`config.mk`:
```
export PLATFORM = sky130hd
export DESIGN_NAME = numeric_literal_lexer
export DESIGN_NICKNAME = d
export VERILOG_FILES = /design/src/hdl/nll_pkg.sv /design/src/hdl/nll_core.sv /design/src/hdl/numeric_literal_lexer.sv
export SDC_FILE = /design/constraint.sdc
export NUM_CORES = 1
export LEC_CHECK = 0
export BUFFER_PORTS_ARGS = -buffer_cell sky130_fd_sc_hd__buf_4
export CORE_MARGIN = 2
export CORE_UTILIZATION = 40
export CTS_CLUSTER_SIZE = 10
export DETAILED_ROUTE_END_ITERATION = 8
export HOLD_SLACK_MARGIN = 0.05
export PLACE_DENSITY = 0.6
export SLEW_MARGIN = 0
export SYNTH_ARGS = -nofsm -noshare
export SYNTH_HDL_FRONTEND = slang
export SYNTH_HIERARCHICAL = 1
export SYNTH_SLANG_ARGS = --single-unit
```
`constraint.sdc`:
```
create_clock -name clock -period 14.71 [get_ports clock]
set_input_delay 1.471 -clock clock [delete_from_list [all_inputs] [get_ports clock]]
set_output_delay 1.471 -clock clock [all_outputs]
set_load 0.01 [all_outputs]
```
`src/hdl/nll_pkg.sv`:
```
package nll_pkg;

   // Scan phase of the literal
   typedef enum logic [2:0] {
      PH_IDLE   = 3'd0,
      PH_ZERO   = 3'd1,
      PH_DEC    = 3'd2,
      PH_OCT    = 3'd3,
      PH_HEX    = 3'd4,
      PH_DOT    = 3'd5,
      PH_SUFFIX = 3'd6
   } phase_type;

   typedef enum logic [2:0] {
      KIND_I32  = 3'd0,
      KIND_I64  = 3'd1,
      KIND_I16  = 3'd2,
      KIND_BYTE = 3'd3,
      KIND_ERR  = 3'd4
   } kind_type;

   typedef enum logic [2:0] {
      ERR_NONE      = 3'd0,
      ERR_BAD_DEC   = 3'd1,
      ERR_BAD_OCT   = 3'd2,
      ERR_BAD_HEX   = 3'd3,
      ERR_TOO_LARGE = 3'd4,
      ERR_BAD_SFX   = 3'd5,
      ERR_TRAIL_LF  = 3'd6,
      ERR_REAL      = 3'd7
   } err_type;

   // Lexer state carried from byte to byte
   typedef struct packed {
      phase_type   phase;
      logic [63:0] acc;
      logic        digit_seen;
      logic [7:0]  sfx_first;
      logic [1:0]  sfx_count;
   } state_type;

   // One result transaction
   typedef struct packed {
      kind_type    kind;
      err_type     err;
      logic [63:0] value;
      logic [1:0]  replay;
   } result_type;

   localparam state_type StateReset = '{
      phase:      PH_IDLE,
      acc:        64'd0,
      digit_seen: 1'b0,
      sfx_first:  8'd0,
      sfx_count:  2'd0
   };

   // Overflow limits for each radix
   localparam logic [63:0] DecLimit = 64'h1999_9999_9999_9999;
   localparam logic [63:0] OctLimit = 64'h1FFF_FFFF_FFFF_FFFF;
   localparam logic [63:0] HexLimit = 64'h0FFF_FFFF_FFFF_FFFF;
   localparam logic [63:0] I16Max   = 64'd65535;
   localparam logic [63:0] ByteMax  = 64'd255;

   // Character codes
   localparam logic [7:0] ChZero  = 8'h30;
   localparam logic [7:0] ChSeven = 8'h37;
   localparam logic [7:0] ChNine  = 8'h39;
   localparam logic [7:0] ChDot   = 8'h2E;
   localparam logic [7:0] ChUpA   = 8'h41;
   localparam logic [7:0] ChUpF   = 8'h46;
   localparam logic [7:0] ChUpZ   = 8'h5A;
   localparam logic [7:0] ChLoA   = 8'h61;
   localparam logic [7:0] ChLoF   = 8'h66;
   localparam logic [7:0] ChLoZ   = 8'h7A;
   localparam logic [7:0] ChUpL   = 8'h4C;
   localparam logic [7:0] ChLoL   = 8'h6C;
   localparam logic [7:0] ChUpH   = 8'h48;
   localparam logic [7:0] ChLoH   = 8'h68;
   localparam logic [7:0] ChUpX   = 8'h58;
   localparam logic [7:0] ChLoX   = 8'h78;

endpackage

```
`src/hdl/nll_core.sv`:
```
module nll_core (
   input  nll_pkg::state_type  state,
   input  logic [7:0]          ch,
   input  logic                letterform,
   input  logic                present,
   output nll_pkg::state_type  state_next,
   output logic                fire,
   output nll_pkg::result_type result
);

   logic        is_digit;
   logic        is_octal;
   logic        is_alnum;
   logic [4:0]  hex_val;
   logic        is_hex;
   logic [64:0] dec_sum;
   logic [63:0] oct_next;
   logic [63:0] hex_next;
   logic [1:0]  end_replay;
   nll_pkg::result_type cls_res;
   nll_pkg::result_type fin_res;

   // Build a result transaction
   function automatic nll_pkg::result_type make_res(nll_pkg::kind_type k, nll_pkg::err_type e,
                                                    logic [63:0] v, logic [1:0] r);
      nll_pkg::result_type res;
      res.kind   = k;
      res.err    = e;
      res.value  = (k == nll_pkg::KIND_ERR) ? 64'd0 : v;
      res.replay = r;
      return res;
   endfunction

   // Classify the suffix against the accumulated value
   function automatic nll_pkg::result_type classify(nll_pkg::state_type s, logic [1:0] r);
      nll_pkg::result_type res;
      res = make_res(nll_pkg::KIND_ERR, nll_pkg::ERR_BAD_SFX, 64'd0, r);
      if (s.sfx_count == 2'd0) begin
         if (s.acc[63:32] != 32'd0)
            res = make_res(nll_pkg::KIND_ERR, nll_pkg::ERR_TOO_LARGE, 64'd0, r);
         else
            res = make_res(nll_pkg::KIND_I32, nll_pkg::ERR_NONE, s.acc, r);
      end else if (s.sfx_count == 2'd1) begin
         if (s.sfx_first == nll_pkg::ChLoL || s.sfx_first == nll_pkg::ChUpL) begin
            res = make_res(nll_pkg::KIND_I64, nll_pkg::ERR_NONE, s.acc, r);
         end else if (s.sfx_first == nll_pkg::ChLoH || s.sfx_first == nll_pkg::ChUpH) begin
            if (s.acc > nll_pkg::I16Max)
               res = make_res(nll_pkg::KIND_ERR, nll_pkg::ERR_TOO_LARGE, 64'd0, r);
            else
               res = make_res(nll_pkg::KIND_I16, nll_pkg::ERR_NONE, s.acc, r);
         end else if (s.sfx_first == nll_pkg::ChLoX || s.sfx_first == nll_pkg::ChUpX) begin
            if (s.acc > nll_pkg::ByteMax)
               res = make_res(nll_pkg::KIND_ERR, nll_pkg::ERR_TOO_LARGE, 64'd0, r);
            else
               res = make_res(nll_pkg::KIND_BYTE, nll_pkg::ERR_NONE, s.acc, r);
         end
      end
      return res;
   endfunction

   // Character classes of the present byte
   assign is_digit = present && ch >= nll_pkg::ChZero && ch <= nll_pkg::ChNine;
   assign is_octal = present && ch >= nll_pkg::ChZero && ch <= nll_pkg::ChSeven;
   assign is_alnum = present && ((ch >= nll_pkg::ChZero && ch <= nll_pkg::ChNine) ||
                                 (ch >= nll_pkg::ChUpA && ch <= nll_pkg::ChUpZ) ||
                                 (ch >= nll_pkg::ChLoA && ch <= nll_pkg::ChLoZ));

   always_comb begin
      if (ch >= nll_pkg::ChZero && ch <= nll_pkg::ChNine)
         hex_val = {1'b0, ch[3:0]};
      else if ((ch >= nll_pkg::ChLoA && ch <= nll_pkg::ChLoF) ||
               (ch >= nll_pkg::ChUpA && ch <= nll_pkg::ChUpF))
         hex_val = 5'(ch[2:0] + 3'd1) + 5'd8;
      else
         hex_val = 5'd16;
   end
   assign is_hex = present && !hex_val[4];

   // Digit accumulation: acc*10 + d with carry, octal and hex shifts
   assign dec_sum  = {1'b0, state.acc[60:0], 3'b000} + {1'b0, state.acc[62:0], 1'b0}
                   + {61'd0, ch[3:0]};
   assign oct_next = {state.acc[60:0], ch[2:0]};
   assign hex_next = {state.acc[59:0], hex_val[3:0]};

   // End of literal: trailing letter or suffix classification
   assign end_replay = present ? 2'd1 : 2'd0;
   assign cls_res    = classify(state, end_replay);
   assign fin_res    = (present && letterform)
                     ? make_res(nll_pkg::KIND_ERR, nll_pkg::ERR_TRAIL_LF, 64'd0, 2'd0)
                     : cls_res;

   // Next state and result for one byte
   always_comb begin
      state_next = state;
      fire       = 1'b0;
      result     = make_res(nll_pkg::KIND_ERR, nll_pkg::ERR_NONE, 64'd0, 2'd0);
      unique case (state.phase) inside
         nll_pkg::PH_IDLE: begin
            if (is_digit) begin
               state_next.acc        = {60'd0, ch[3:0]};
               state_next.digit_seen = 1'b1;
               state_next.phase      = (ch == nll_pkg::ChZero) ? nll_pkg::PH_ZERO
                                                               : nll_pkg::PH_DEC;
            end
         end
         nll_pkg::PH_ZERO, nll_pkg::PH_OCT: begin
            if (state.phase == nll_pkg::PH_ZERO && present &&
                (ch == nll_pkg::ChLoX || ch == nll_pkg::ChUpX)) begin
               state_next.phase      = nll_pkg::PH_HEX;
               state_next.digit_seen = 1'b0;
               state_next.acc        = 64'd0;
            end else if (is_octal) begin
               if (state.acc > nll_pkg::OctLimit) begin
                  fire   = 1'b1;
                  result = make_res(nll_pkg::KIND_ERR, nll_pkg::ERR_BAD_OCT, 64'd0, 2'd1);
               end else begin
                  state_next.acc   = oct_next;
                  state_next.phase = nll_pkg::PH_OCT;
               end
            end else if (present && ch == nll_pkg::ChDot) begin
               state_next.phase = nll_pkg::PH_DOT;
            end else if (is_alnum) begin
               state_next.phase     = nll_pkg::PH_SUFFIX;
               state_next.sfx_first = ch;
               state_next.sfx_count = 2'd1;
            end else begin
               fire   = 1'b1;
               result = fin_res;
            end
         end
         nll_pkg::PH_DEC: begin
            if (is_digit) begin
               if (state.acc > nll_pkg::DecLimit || dec_sum[64]) begin
                  fire   = 1'b1;
                  result = make_res(nll_pkg::KIND_ERR, nll_pkg::ERR_BAD_DEC, 64'd0, 2'd1);
               end else begin
                  state_next.acc = dec_sum[63:0];
               end
            end else if (present && ch == nll_pkg::ChDot) begin
               state_next.phase = nll_pkg::PH_DOT;
            end else if (is_alnum) begin
               state_next.phase     = nll_pkg::PH_SUFFIX;
               state_next.sfx_first = ch;
               state_next.sfx_count = 2'd1;
            end else begin
               fire   = 1'b1;
               result = fin_res;
            end
         end
         nll_pkg::PH_HEX: begin
            if (!state.digit_seen) begin
               if (is_hex) begin
                  state_next.acc        = {60'd0, hex_val[3:0]};
                  state_next.digit_seen = 1'b1;
               end else begin
                  // "0x" alone: byte zero unless a letter follows
                  fire = 1'b1;
                  if (present && letterform)
                     result = make_res(nll_pkg::KIND_ERR, nll_pkg::ERR_TRAIL_LF, 64'd0, 2'd0);
                  else
                     result = make_res(nll_pkg::KIND_BYTE, nll_pkg::ERR_NONE, 64'd0,
                                       end_replay);
               end
            end else if (is_hex) begin
               if (state.acc > nll_pkg::HexLimit) begin
                  fire   = 1'b1;
                  result = make_res(nll_pkg::KIND_ERR, nll_pkg::ERR_BAD_HEX, 64'd0, 2'd0);
               end else begin
                  state_next.acc = hex_next;
               end
            end else if (is_alnum) begin
               state_next.phase     = nll_pkg::PH_SUFFIX;
               state_next.sfx_first = ch;
               state_next.sfx_count = 2'd1;
            end else begin
               fire   = 1'b1;
               result = fin_res;
            end
         end
         nll_pkg::PH_DOT: begin
            fire = 1'b1;
            if (present && ch == nll_pkg::ChDot)
               result = classify(state, 2'd2);
            else
               result = make_res(nll_pkg::KIND_ERR, nll_pkg::ERR_REAL, 64'd0, end_replay);
         end
         nll_pkg::PH_SUFFIX: begin
            if (is_alnum) begin
               if (state.sfx_count != 2'd2)
                  state_next.sfx_count = state.sfx_count + 2'd1;
            end else begin
               fire   = 1'b1;
               result = fin_res;
            end
         end
         default: begin
            state_next = nll_pkg::StateReset;
         end
      endcase
      // Every result returns the lexer to idle
      if (fire)
         state_next = nll_pkg::StateReset;
   end

endmodule

```
`src/hdl/numeric_literal_lexer.sv`:
```
// Numeric literal lexer: one source byte per transaction, one result per literal.
// Throughput: one byte per cycle while rsp is not stalled, no gaps between literals.
// A result reaches rsp once the byte ending the literal has passed the input register,
// one pass of scan logic and the result register; a stalled rsp can hold it in between.
// Reset (synchronous, active high) empties both registers and returns the scan to idle.
module numeric_literal_lexer (
   input  logic        clock,
   input  logic        reset,
   input  logic        req_tvalid,
   output logic        req_tready,
   input  logic [7:0]  req_tdata,   // [7:0] ch
   input  logic        req_tuser,   // [0] letterform
   input  logic        req_tlast,   // end_of_text
   output logic        rsp_tvalid,
   input  logic        rsp_tready,
   output logic [71:0] rsp_tdata,   // [63:0] value, [65:64] replay_count, [71:66] zero
   output logic [5:0]  rsp_tuser    // [2:0] kind, [5:3] error_code
);

   logic                in_valid_ff, in_valid_in;
   logic [7:0]          in_ch_ff, in_ch_in;
   logic                in_lf_ff, in_lf_in;
   logic                in_eot_ff, in_eot_in;
   nll_pkg::state_type  state_ff, state_in;
   nll_pkg::state_type  state_next;
   logic                out_valid_ff, out_valid_in;
   nll_pkg::result_type out_ff, out_in;
   nll_pkg::result_type result;
   logic                fire;
   logic                out_free;
   logic                advance;

   // Scan logic for the registered byte
   nll_core u_core (
      .state      (state_ff),
      .ch         (in_ch_ff),
      .letterform (in_lf_ff),
      .present    (!in_eot_ff),
      .state_next (state_next),
      .fire       (fire),
      .result     (result)
   );

   // Advance the held byte when the result slot can take its outcome
   assign out_free   = !out_valid_ff || rsp_tready;
   assign advance    = in_valid_ff && out_free;
   assign req_tready = !in_valid_ff || out_free;

   always_comb begin
      in_valid_in = in_valid_ff;
      in_ch_in    = in_ch_ff;
      in_lf_in    = in_lf_ff;
      in_eot_in   = in_eot_ff;
      if (req_tready) begin
         in_valid_in = req_tvalid;
         in_ch_in    = req_tdata;
         in_lf_in    = req_tuser;
         in_eot_in   = req_tlast;
      end
   end

   // Update scan state and the result register
   always_comb begin
      state_in     = state_ff;
      out_valid_in = out_valid_ff;
      out_in       = out_ff;
      if (advance) begin
         state_in     = state_next;
         out_valid_in = fire;
         if (fire)
            out_in = result;
      end else if (rsp_tready) begin
         out_valid_in = 1'b0;
      end
   end

   always_ff @(posedge clock) begin
      if (reset) begin
         in_valid_ff  <= 1'b0;
         out_valid_ff <= 1'b0;
         state_ff     <= nll_pkg::StateReset;
      end else begin
         in_valid_ff  <= in_valid_in;
         out_valid_ff <= out_valid_in;
         state_ff     <= state_in;
      end
   end

   // Payload registers, no reset
   always_ff @(posedge clock) begin
      in_ch_ff  <= in_ch_in;
      in_lf_ff  <= in_lf_in;
      in_eot_ff <= in_eot_in;
      out_ff    <= out_in;
   end

   assign rsp_tvalid = out_valid_ff;
   assign rsp_tdata  = {6'd0, out_ff.replay, out_ff.value};
   assign rsp_tuser  = {out_ff.err, out_ff.kind};

endmodule
```
# Yosys cells after proc, flatten, opt, wreduce, memory -nomap -nowiden
# Cells that the tools add are included.
[word_totals]
register_bits = 162
inputBits = 14
out_inout_bits = 80
elab_cells = 196
[op_classes]
addsub = 5
magnitude_cmp = 14
eq_ne = 38
muxes = 81
reduce_logical = 44
[ops]
columns = ["cell", "n"]
rows = [
  ["$mux 72", 27],
  ["$mux 64", 6],
  ["$pmux 72 s5", 1],
  ["$pmux 67 s5", 1],
  ["$mux 68", 3],
  ["$mux 67", 3],
  ["$gt 64x61->1 const B", 2],
  ["$mux 78", 1],
  ["$mux 10", 7],
  ["$add 64x64->65", 1],
  ["$add 65x4->65", 1],
  ["$mux 65", 1],
  ["$eq 8x7->1 const B", 8],
  ["$gt 64x16->1 const B", 1],
  ["$gt 64x60->1 const B", 1],
  ["$gt 64x8->1 const B", 1],
  ["$le 8x7->1 const B", 4],
  ["$pmux 8 s4", 1],
  ["$reduce_bool 32->1", 1],
  ["$ne 3x3->1 const B", 7],
  ["$mux 3", 6],
  ["$reduce_and 9->1", 2],
  ["$eq 8x6->1 const B", 2],
  ["$ge 8x7->1 const B", 2],
  ["33 further kinds", 92],
]

# Depth between registers and ports, before layout
[logic_depth]
ltp_word = 13
depth_mapped = 19
ltp_nobuf = 16

# Hierarchy
# The synthesis kept the hierarchy.
[by_module_without_submodules]
columns = ["mod", "instances", "cells_each", "area_each_um2", "seq_area_each_um2"]
rows = [
  ["nll_core", 1, 1380, 8978.6, 0.0],
  ["numeric_literal_lexer", 1, 439, 6077.1, 4063.9],
]

# Worst setup path after synthesis
# Ideal clock, no wire load.
[synth_timing]
path_type = "register to register"
startpoint = "register in_ch_ff[3]"
endpoint = "register out_ff, in the netlist rsp_tdata[0], enable pin"
setup_ns = 0.503
arrival_ns = 6.453
required_ns = 14.207
slack_ns = 7.754
stages_incl_launch_ff = 16
n_path_buf = 1
synth_period_minus_slack_ns = 6.956
cell_sequence = "edfxtp_1 -> clkbuf_1 -> inv_1 -> fa_1 -> fa_1 -> nand2b_1 -> a21o_1 -> a21oi_1 -> o21a_1 -> o211ai_1 -> a211oi_1 -> o41ai_4 -> nor2_1 -> a21o_1 -> nand2_1 -> nor2_1"
[synth_between]
elab_chain_len = 11
word_cells_on_any_way = 44
classes_between = "1 x add/sub; 9 x order compare; 3 x eq/ne; 12 x mux; 19 x reduce/logical"
[synth_lines]
columns = ["item", "line_no", "rtl"]
rows = [
  ["from (decl)", "numeric_literal_lexer.sv:21", "logic [7:0] in_ch_ff, in_ch_in;"],
  ["from (signal assigned)", "numeric_literal_lexer.sv:91", "in_ch_ff <= in_ch_in;"],
  ["parallel branches: the longest is 9 deep, another holds $add 65x4->65", "--", ""],
  ["$pmux 1 s5 *", "nll_core.sv:97", "unique case (state.phase) inside"],
  ["named net fire", "numeric_literal_lexer.sv:29", "logic fire;"],
  ["$reduce_and 2->1 (no source line) *", "--", ""],
  ["to (signal assigned)", "numeric_literal_lexer.sv:94", "out_ff <= out_in;"],
  ["to (decl)", "numeric_literal_lexer.sv:27", "nll_pkg::result_type out_ff, out_in;"],
]
# Mark *: on every way through the listed nets, which the timed path passes.
# A chain may end at the register's enable or synchronous reset.

# Final worst setup path
[layout_timing]
startpoint = "register in_ch_ff[1]"
endpoint = "register out_ff, in the netlist rsp_tdata[29], enable pin"
[layout_between]
elab_chain_len = 11
word_cells_on_any_way = 46
classes_between = "3 x add/sub; 9 x order compare; 3 x eq/ne; 12 x mux; 19 x reduce/logical"
[layout_lines]
columns = ["item", "line_no"]
rows = [
  ["parallel branches: the longest is 9 deep, another holds $add 5x4->5", "--"],
  ["$pmux 1 s5 *", "nll_core.sv:97"],
  ["named net fire", "numeric_literal_lexer.sv:29"],
  ["$reduce_and 2->1 (no source line) *", "--"],
]
# Marked as above.

==> summary.md <==
| Metric | Value |
|---|---|
| Outcome | `finished clean` |
| TritonCTS clock tree | `yes` |
| Final period util | `42.0%` |
| Clk buf depth | `2` |
| Syn Inst Count | `about 1,800` |
| WL final | `49,300 um` |
| Clk_skew | `approximately 0.012 ns` |
| Critical path's most frequent cell | `nand2_1` |
| Startpoint types | `register` |
| Number of DRC markers in iteration 0 | `1,559` |
| Worst setup path start | `in_ch_ff[1]` |
| Crit Path Class | `register to register` |
| Layout area overhead | `9.46%` |
| RR Startpoint | `in_ch_ff[1]` |
| CTS sink cnt | `161` |
| Leak Pwr | `6.80 nW` |
| Tmin final | `~6 ns` |
| Initial Util | `40.8%` |
| Crit-path cells | `inv_1 > ha_1 > or4b_2 > o2111ai_1 > o21bai_1 > nand2_1 > a21oi_1 > nor2_2 > a2111oi_0 > a41oi_1 > a21o_1 > nand2_1 > nor2_4 > buf_4` |
| Crit path DAT | `6.26 ns` |
| Peak per-stage delay on the critical path | `1.00 ns` |
| Rel. slew slack | `14.6%` |
| Worst Path Buf+Inv | `2` |
| DP Cell Count | `2,253` |
| Power Density | `58.7 mW/mm^2` |
| Vias in the first global route | `around 14,000` |
| Setup bufs post-CTS | `0` |
| Global-route wire length before repair | `77,800 um` |
| Hold_buf cts | `0` |
| Root buffer cell | `clkbuf_16` |
| Max Slew Vio Count | `0` |
| Worst EP required | `approximately 15 ns` |
| Crit. End Element | `register` |
| Gr ovfl total | `0` |
| Initial DRT Pass Iterations | `8` |
| Overall Global Routing Usage | `25.3%` |
| WL per Instance | `about 22 um` |
| Hold_sp | `state_ff[1]` |
| Largest net degree at the start of global routing | `135` |
| H-tree depth | `4` |
| Mapped cell area | `0.0150 mm^2` |
| Num rows | `70` |
| Final setup vio count | `0` |
| Ant diodes | `0` |
| Fin Hold WS | `about 0.48 ns` |
| Post-DP HPWL | `33,100 um` |
| Worst Hold Class | `register to register` |
| Chip Width | `198 um` |
| Synth warnings | `6` |
| Die Height | `198 um` |
| Slew @ Worst Pin | `1.28 ns` |
| Core area | `~0.037 mm^2` |
| Initial antenna violation count | `0` |
| Post-route DRC violation count | `0` |
| Total number of vias | `roughly 14,000` |
| I/O Buffers | `87` |
| F_max | `~160 MHz` |
| Top Ports | `94` |
| Via/cell ratio | `approximately 6.3` |
| Nets@finish | `1,952` |
| Final hold vios | `0` |
| Clk_lat worst skew | `around 0.45 ns` |
| Power Total | `964 uW` |
| # resized after CTS | `0` |
| RSZ-0062 raised after global routing | `no` |
| Crit Path Max Fanout | `54` |
| Placer Congestion | `0.921` |
| Final TNS setup | `0 ns` |
| Die ar. | `0.0391 mm^2` |
| Fraction of layout cells with a size suffix above 1 | `9.25%` |
| Cell Count, Final, Fillers Out | `2,285` |
| Critical-path top delay cell | `nor2_2` |
| ANT nets after route | `0` |
| Synth Area per Inst | `between 8 and 9 um^2` |
| MaxCap Viol Count | `0` |
| Max VDD drop | `0.0506 mV` |
| TritonCTS Buffers | `17` |
| Clock transition at path regs | `0.07 ns` |
| Top Family by Delay on Critical Path | `simple AND/OR/NAND/NOR gates` |
-- where the power goes --
part	switching, mW	internal (mW)	leakage (nW)
clock network	0.212	0.238	0.275
registers	0.00338	0.469	1.54
logic	0.0237	0.0182	4.99
-- registers in the layout, summed over array words and instances, names as in the netlist --
| signal | cells |
|---|---|
| in_lf_ff | 1 |
| state_ff | 77 |
| rsp_tdata | 66 |
| in_ch_ff | 8 |
| rsp_tvalid | 1 |
| rsp_tuser | 6 |
| in_valid_ff | 1 |
| in_eot_ff | 1 |
-- worst reg2reg max path, cell delays in order, from the launching register on --
cell	delay, ns
edfxtp_1	0.55
inv_1	0.12
ha_1	0.21
or4b_2	0.63
o2111ai_1	0.26
o21bai_1	0.28
nand2_1	0.47
a21oi_1	0.20
nor2_2	1.00
a2111oi_0	0.21
a41oi_1	0.37
a21o_1	0.16
nand2_1	0.09
nor2_4	0.45
buf_4	0.71
-- cells in the final DEF (no fill, tap or decap), types with 28 or more instances in the layout --
| cell | instances |
|---|---|
| nand4_1 | 30 |
| ha_1 | 132 |
| a222oi_1 | 46 |
| nand2_1 | 145 |
| a21o_1 | 45 |
| a21oi_1 | 173 |
| mux2i_1 | 78 |
| nor2_1 | 109 |
| a22o_1 | 32 |
| xnor2_1 | 30 |
| and2_1 | 77 |
| inv_1 | 37 |
| nand3_1 | 28 |
| edfxtp_1 | 82 |
| o21ai_0 | 96 |
| nand2b_1 | 163 |
| dfxtp_1 | 79 |
| buf_4 | 100 |
-- worst paths after layout --
check | endpoint | slack (ns) | depth (start not counted)
setup / recovery | rsp_tdata[29] | 8.53 | 14
hold / removal | state_ff[1] | 0.48 | 2
hold reg to reg | state_ff[1] | 0.48 | 2
setup reg to reg | rsp_tdata[29] | 8.53 | 14
-- per-stage QoR --
stage | setup WS (ns) | cell area (um^2) | utilization, %
finish | 8.53 | 16400 | 44.6
global route | 8.18 | 16400 | 44.6
CTS | 8.58 | 16400 | 44.6
detailed placement | 8.62 | 15800 | 43.1
global placement | 8.58 | 15800 | 43.1
floorplan | 7.75 | 15000 | -
-- routing by layer --
layer | GRT usage (%) | vias to the layer above | share of wire, %
li1 | - | 6732 | -
met1 | 34.0 | 6965 | 46
met4 | 8.41 | 0 | 2.1
met2 | 42.3 | 558 | 47
met3 | 2.60 | 71 | 5.0
met5 | 0 | - | 0
-- layout make-up --
type                       instances  area (um^2)
fill                            3666        20400
multi-input combinational       1487        10300
sequential                       161         4040
timing repair buffer             100          751
tap                              468          586
clock buffer                      17          425
clock inverter                    15          150
inverter                          37          139
No activity file was read; power rests on OpenSTA's default activity.
